$ cat src/rtl/kmv_pkg.sv
`default_nettype none
package kmv_pkg;

   localparam int unsigned HASH_W = 64;
   localparam int unsigned EST_W  = 32;
   localparam int unsigned CNT_W  = 9;

   localparam logic OP_INSERT = 1'b0;
   localparam logic OP_CLEAR  = 1'b1;

   typedef struct packed {
      logic              opcode;
      logic [HASH_W-1:0] hash_value;
   } req_type;

   typedef struct packed {
      logic              taken;
      logic              evicted;
      logic [CNT_W-1:0]  kept_count;
      logic [HASH_W-1:0] largest_kept;
      logic [EST_W-1:0]  distinct_estimate;
   } rsp_type;

   // divider start request and completion
   typedef struct packed {
      logic              start;
      logic [HASH_W-1:0] dividend;
      logic [HASH_W-1:0] divisor;
   } div_req_type;

   typedef struct packed {
      logic             done;
      logic [EST_W-1:0] quotient;
   } div_rsp_type;

endpackage
`default_nettype wire

$ cat src/rtl/kmv_div.sv
`default_nettype none
module kmv_div (
   input  wire logic                 clock,
   input  wire logic                 reset,
   input  wire kmv_pkg::div_req_type div_req,
   output kmv_pkg::div_rsp_type      div_rsp
);
   import kmv_pkg::*;

   logic              busy_ff, busy_in;
   logic              done_ff, done_in;
   logic [5:0]        step_ff, step_in;
   logic [HASH_W-1:0] r_ff, r_in;
   logic [HASH_W-1:0] d_ff, d_in;
   logic [EST_W-1:0]  q_ff, q_in;
   logic [HASH_W-1:0] r_sh;
   logic              ge;

   // one restoring step a cycle, 64 steps
   always_comb begin
      r_sh    = {r_ff[HASH_W-2:0], 1'b0};
      ge      = r_ff[HASH_W-1] || (r_sh >= d_ff);
      busy_in = busy_ff;
      done_in = 1'b0;
      step_in = step_ff;
      r_in    = r_ff;
      d_in    = d_ff;
      q_in    = q_ff;
      if (div_req.start) begin
         busy_in = 1'b1;
         step_in = '0;
         r_in    = div_req.dividend;
         d_in    = div_req.divisor;
         q_in    = '0;
      end else if (busy_ff) begin
         r_in    = ge ? (r_sh - d_ff) : r_sh;
         q_in    = {q_ff[EST_W-2:0], ge};
         step_in = step_ff + 6'd1;
         if (step_ff == 6'd63) begin
            busy_in = 1'b0;
            done_in = 1'b1;
         end
      end
   end

   always_ff @(posedge clock) begin
      if (reset) begin
         busy_ff <= 1'b0;
         done_ff <= 1'b0;
      end else begin
         busy_ff <= busy_in;
         done_ff <= done_in;
      end
      step_ff <= step_in;
      r_ff    <= r_in;
      d_ff    <= d_in;
      q_ff    <= q_in;
   end

   assign div_rsp.done     = done_ff;
   assign div_rsp.quotient = q_ff;
endmodule
`default_nettype wire
$ cat config.mk
export PLATFORM = sky130hd
export DESIGN_NAME = kmv_div
export DESIGN_NICKNAME = d
export VERILOG_FILES = /design/src/rtl/kmv_pkg.sv /design/src/rtl/kmv_div.sv
export SDC_FILE = /design/constraint.sdc
export NUM_CORES = 1
export LEC_CHECK = 0
export BUFFER_PORTS_ARGS = -buffer_cell sky130_fd_sc_hd__buf_2
export CAP_MARGIN = 25
export CORE_MARGIN = 5
export CORE_UTILIZATION = 50
export CTS_CLUSTER_SIZE = 10
export DETAILED_ROUTE_END_ITERATION = 12
export GPL_TIMING_DRIVEN = 0
export PLACE_DENSITY = 0.73
export REMOVE_ABC_BUFFERS = 1
export SETUP_SLACK_MARGIN = 0.4
export SYNTH_ARGS = -nofsm -noshare
export SYNTH_HDL_FRONTEND = slang
export SYNTH_SLANG_ARGS = --single-unit
$ cat constraint.sdc
create_clock -name clock -period 4.5 [get_ports clock]
set_clock_uncertainty 0.2 [all_clocks]
set_input_delay 0.675 -clock clock [delete_from_list [all_inputs] [get_ports clock]]
set_output_delay 0.675 -clock clock [all_outputs]
set_load 0.1 [all_outputs]
==> metrics.cfg, run 1 <==
[clock_tree]
htreeDepth=4
cts_tree=done
cts-buffers-inserted=17
clk_latency_ns=0.44
hold_buffers=0
clkTransAtPathRegs_ns=0.07
clockBufferDepth=2
cts_num_sinks=168
clockRootBuffer=clkbuf_16

[floorplanning]
io_pins=164
die_y_microns=158
core_sq_um=21800
start_util_pct=50.5
die_x_microns=158
fp-row-count=54
fp.dieArea_sq_um=25000

[power_and_ir_drop]
p_leak_nw=5.51
p_per_area_nw_per_um2=658
ir_drop_uv=301

[min_path]
hold_path_depth=2
hold_class=primary input to register
whs_endpoint=busy_ff
min_from=reset

[flow_run]
drv_cap=0

[routing]
wl_per_cell_microns=16.5
routed_wl_microns=26500
drc=0
firstDrtPassIters=5
post_drt_via_cell_ratio=5.60
drtAntennaViolNets=0
vias=8972
drtIter0Drc=527

[finish]
layoutNonFillerInstCount=1602
layout-drive-gt1-share_pct=18.9
fill_cells=1960
postLayoutCellArea_sq_um=12600
antenna_cells=0
postLayoutCoreUtil_pct=57.9
fin_nets=1506
syn2layout_area_growth_pct=14.8

[critical_path]
r2r_slack_ns=0.53
worstPathArrival_ns=3.92
critPathLaunchType=register
path_class=register to register
end_kind=register
crit-reg2reg-capture=r_ff[62]
rr_worst_depth=12
r2r_start=r_ff[0]
startpoint=r_ff[0]
crit_required_ns=4.45
critPathMaxFanout=17

[global_routing]
grt_usage_pct=20.6
grt_pass1_vias=8637
grt_pass1_wl_microns=41700
antenna_found_initial=3
grt_max_degree=120
gr-total-overflow=0

[logic_synthesis]
synth.distinct_cells=71
ys_seq_elements=168
syn_area_per_cell_sq_um=9.22
ys.flop_type=edfxtp_1
yosysSeqAreaShare_pct=42.3
synthArstFlopShare_pct=0
synthCells=1191
netlist_area_sq_um=11000
yosysWarnings=0
synth_edf_count=128

[placement]
port_buffers=163
dp_slack_ns=0.0336
dp.cells=1568
placedInstanceArea_sq_um=12000
dpl.hpwl_microns=18600
place_congestion=0.862

[timing]
fmax_mhz=252
worst_pin_slew_ns=0.677
rsz0062_at_grt=yes
finalSetupViolations=0
period_share_pct=88.2
hold_viol_final=0
relSlewSlack_pct=54.8
final.setup.worst_slack_ns=0.532
fin_crit_ns=3.97
slew_violations=0
finalHoldWorstSlack_ns=0.199

[outcome]
status=complete, no violations

synth_stat cells, types with 11 or more instances:
library cell	number	area [sq um]
mux2_2	26	293
nand4_1	32	200
a21o_1	32	240
nand2_1	91	342
o21ai_0	47	235
dfxtp_1	40	801
edfxtp_1	128	3840
a211oi_1	25	188
nor2b_1	11	68.8
nand3_1	13	65.1
a21oi_1	135	676
clkbuf_1	44	165
inv_1	107	402
nor3_1	18	90.1
nor2_1	122	458
xor2_1	30	263
ha_1	65	813
buf_2	18	90.1
o21bai_1	17	128
xnor2_1	26	228
mux2i_1	35	350
worst max-delay path by stage:
stage	to	slack (ns)	cells past startpoint
6_report	r_ff[62]	0.53	12
5_1_grt	r_ff[62]	0.37	12
4_1_cts	r_ff[50]	0.34	10
3_5_place_dp	r_ff[50]	0.03	10
3_3_place_gp	r_ff[19]	-1.40	2
2_1_floorplan	r_ff[50]	0.38	10
through the flow:
step / total power [mW] / TNS [ns]
after CTS: 8.25 / 0
after global routing: 8.92 / 0
final: 8.29 / 0
after global placement: 6.51 / -122.85
after detailed placement: 6.68 / 0
after floorplan: 5.59 / 0
critical path: stages (launching register included):
cell and delay, ns:
edfxtp_1 0.44, fa_1 0.48, a21o_1 0.23, a311o_1 0.40, a21oi_4 0.22, o21ai_2 0.13
a211o_1 0.29, a21oi_2 0.38, o31ai_4 0.24, buf_16 0.22, and4b_1 0.22, o211ai_1 0.12
o211ai_1 0.13
layout by cell type (no fill, tap or decap), types with 30 or more instances in the layout:
master / n
a21o_1: 32
dfxtp_1: 39
nor2_1: 121
o21ai_0: 47
a21oi_1: 135
nand2_1: 91
nand4_1: 32
edfxtp_1: 128
mux2i_1: 35
inv_1: 107
xor2_1: 30
buf_2: 162
ha_1: 65
layout make-up:
cell class | instances | area [sq um] | share of cell area (%)
inverters | 107 | 402 | 3.19
multi-input cells | 847 | 5670 | 45.0
clock buffers | 19 | 453 | 3.59
flip-flops and latches | 168 | 4650 | 36.9
repair buffers | 168 | 956 | 7.59
well taps | 280 | 350 | 2.78
clock inverters | 13 | 119 | 0.943
routing by layer:
layer  track usage [%]  wire (microns)  vias up
met2              32.0           11900      246
met1              28.9           12500     4170
met4              5.40             393        6
li1                  -               -     4522
met5                 0              28        -
met3              5.47            1650       28
repair_timing:
| action | 4_1_cts | 5_1_grt |
|---|---|---|
| setup endpoints to repair | 35 | 33 |
| resized for setup | 1 | 5 |
| pin swaps | 1 | 1 |
| gates cloned | 1 | 1 |
| setup buffers | 0 | 0 |
kinds of logic (layout without fill, tap and decap cells):
| group | count (synthesis) | after routing | share of synthesized area (%) |
|---|---|---|---|
| adders and majority gates | 66 | 66 | 7.59 |
| xor gates and xnor gates | 56 | 56 | 4.47 |
| muxes | 61 | 61 | 5.86 |
| DFF | 168 | 168 | 42.3 |
| and+or+nand+nor | 326 | 326 | 13.6 |
| AOI/OAI and AO/OA | 336 | 338 | 19.6 |
| buffers and inverters | 178 | 307 | 6.63 |
sequential cells by signal, indices dropped and copies added, names as in the netlist:
signal   count
done_ff      1
step_ff      6
d_ff        64
r_ff        64
q_ff        32
busy_ff      1
where the power goes:
group / switching, mW / total [mW] / internal, mW
clock network: 0.690 / 1.46 / 0.766
registers: 0.170 / 2.28 / 2.11
logic: 2.74 / 4.56 / 1.82
Note: power is estimated with default switching activity, not from simulation.
==> run 2, diff against run 1 <==
--- a/config.mk
+++ b/config.mk
@@ -5,9 +5,9 @@
 export SDC_FILE = /design/constraint.sdc
 export NUM_CORES = 1
 export LEC_CHECK = 0
-export BUFFER_PORTS_ARGS = -buffer_cell sky130_fd_sc_hd__buf_2
+export BUFFER_PORTS_ARGS = -buffer_cell sky130_fd_sc_hd__buf_4
 export CAP_MARGIN = 25
-export CORE_MARGIN = 5
+export CORE_MARGIN = 2
 export CORE_UTILIZATION = 50
 export CTS_CLUSTER_SIZE = 10
 export DETAILED_ROUTE_END_ITERATION = 12
==> constraint.sdc (replaced) <==
create_clock -name clock -period 4.5 [get_ports clock]
set_clock_uncertainty 0.2 [all_clocks]
set_input_delay 0.675 -clock clock [delete_from_list [all_inputs] [get_ports clock]]
set_output_delay 0.675 -clock clock [all_outputs]
set_load 0.02 [all_outputs]
==> metrics.cfg, run 2 (synthesis gave the netlist of run 1 again) <==
[critical_path]
end_kind=register
critPathLaunchType=register
path_class=register to register
worstPathArrival_ns=3.93
crit_required_ns=4.49
critPathMaxFanout=43

[power_and_ir_drop]
netSwitchingFraction_pct=43.4
p_leak_nw=5.63
ir_drop_uv=353
intPower_mw=4.76
seqPwrFrac_pct=27.1
p_per_area_nw_per_um2=645
power.switching_mw=3.64
power_frac_clock_pct=18.0
combPwrFrac_pct=54.9

[timing]
rsz0062_at_grt=yes
relSlewSlack_pct=52.8
fmax_mhz=254
setup-tns-final_ns=0
fin_crit_ns=3.94
hold_viol_final=0
period_share_pct=87.5
finalSetupViolations=0
slew_violations=0
worst_pin_slew_ns=0.708

[routing]
vias=9060
drtIter0Drc=531
drtAntennaViolNets=0
drc=0
routed_wl_microns=26800
post_drt_via_cell_ratio=5.66
firstDrtPassIters=5
wl_per_cell_microns=16.7

[floorplanning]
die_x_microns=152
io_pins=164
die_y_microns=152
fp-row-count=54
start_util_pct=50.6
fp.dieArea_sq_um=23200
core_sq_um=21700

[clock_tree]
clockRootBuffer=clkbuf_16
cts_tree=done
cts-buffers-inserted=17
clkTransAtPathRegs_ns=0.07
htreeDepth=4
clk_latency_ns=0.44
cts_setup_buffers=0
cts_num_sinks=168
hold_buffers=0
clockBufferDepth=2

[global_routing]
grt_max_degree=111
antenna_found_initial=0
grt_usage_pct=23.0
grt_pass1_vias=8908
grt_pass1_wl_microns=43900
gr-total-overflow=0

[finish]
fin_nets=1506
top_regs=d_ff x64, r_ff x64, q_ff x32
layout_commonest_cell=buf_4
layout_common_cells=buf_4, a21oi_1, edfxtp_1, nor2_1, inv_1
fill_cells=1893
syn2layout_area_growth_pct=18.5
postLayoutCoreUtil_pct=60.0
antenna_cells=0
layout-drive-gt1-share_pct=18.8

[placement]
place_congestion=0.862
dpl.hpwl_microns=18700
port_buffers=163

[outcome]
status=complete, no violations

[min_path]
hold_class=primary input to register

[flow_run]
drv_cap=0

==> run 2: layout make-up <==
type | instances | area, sq um | area share, %
tap | 280 | 350 | 2.69
multi-input combinational | 847 | 5670 | 43.5
clock buffer | 19 | 475 | 3.65
sequential | 168 | 4650 | 35.7
timing repair buffer | 168 | 1350 | 10.4
inverter | 107 | 402 | 3.09
clock inverter | 13 | 121 | 0.933
==> run 2: through the flow <==
step	hold slack [ns]	std cells	power, mW	cell area [sq um]	setup slack [ns]
after detailed placement	0.283	1568	6.71	12400	0.102
after CTS	0.175	1601	8.31	13000	0.348
after global routing	0.166	1602	9.04	13000	0.380
after global placement	0.263	1563	6.55	12200	-1.05
final	0.186	1602	8.40	13000	0.564
after floorplan	0.248	1120	5.58	10700	0.383
==> run 2: path summary, 6_finish.rpt <==
check | to | from | cells after the start | slack, ns
setup / recovery | r_ff[57] | r_ff[32] | 10 | 0.56
hold / removal | busy_ff | reset | 2 | 0.19
setup reg to reg | r_ff[57] | r_ff[32] | 10 | 0.56
hold reg to reg | step_ff[5] | step_ff[5] | 2 | 0.29
==> run 2: layer usage <==
layer / track usage, % / routed length (microns) / vias to the layer above / part of all wire, %
met5: 0 / 0 / - / 0
met4: 5.47 / 365 / 0 / 1.4
met3: 7.14 / 2080 / 24 / 7.8
met2: 36.5 / 12000 / 280 / 45
met1: 31.0 / 12300 / 4248 / 46
li1: - / - / 4508 / -
==> run 2: power by group through the flow <==
stage | Clock [mW] | Sequential, mW | Combinational, mW
global route | 1.59 | 2.32 | 5.13
detailed placement | 0 | 2.31 | 4.40
floorplan | 0 | 2.27 | 3.31
finish | 1.51 | 2.28 | 4.61
CTS | 1.53 | 2.28 | 4.50
global placement | 0 | 2.30 | 4.24
==> run 2: timing repair <==
item                       CTS  global route
hold endpoints to repair     0             0
gates cloned                 1             1
setup endpoints to repair   36            34
resized for setup            1             3
pin swaps                    1             0
==> run 2: worst max-delay path: stages, from the launching register on <==
cell and delay [ns]:
edfxtp_1 0.39, ha_1 0.50, nand4_1 0.13, inv_1 0.13, nand2_1 0.09, nor4_1 0.42
nand3_1 0.38, o21a_1 0.38, o31a_4 0.35, or4b_1 0.55, and3_1 0.16
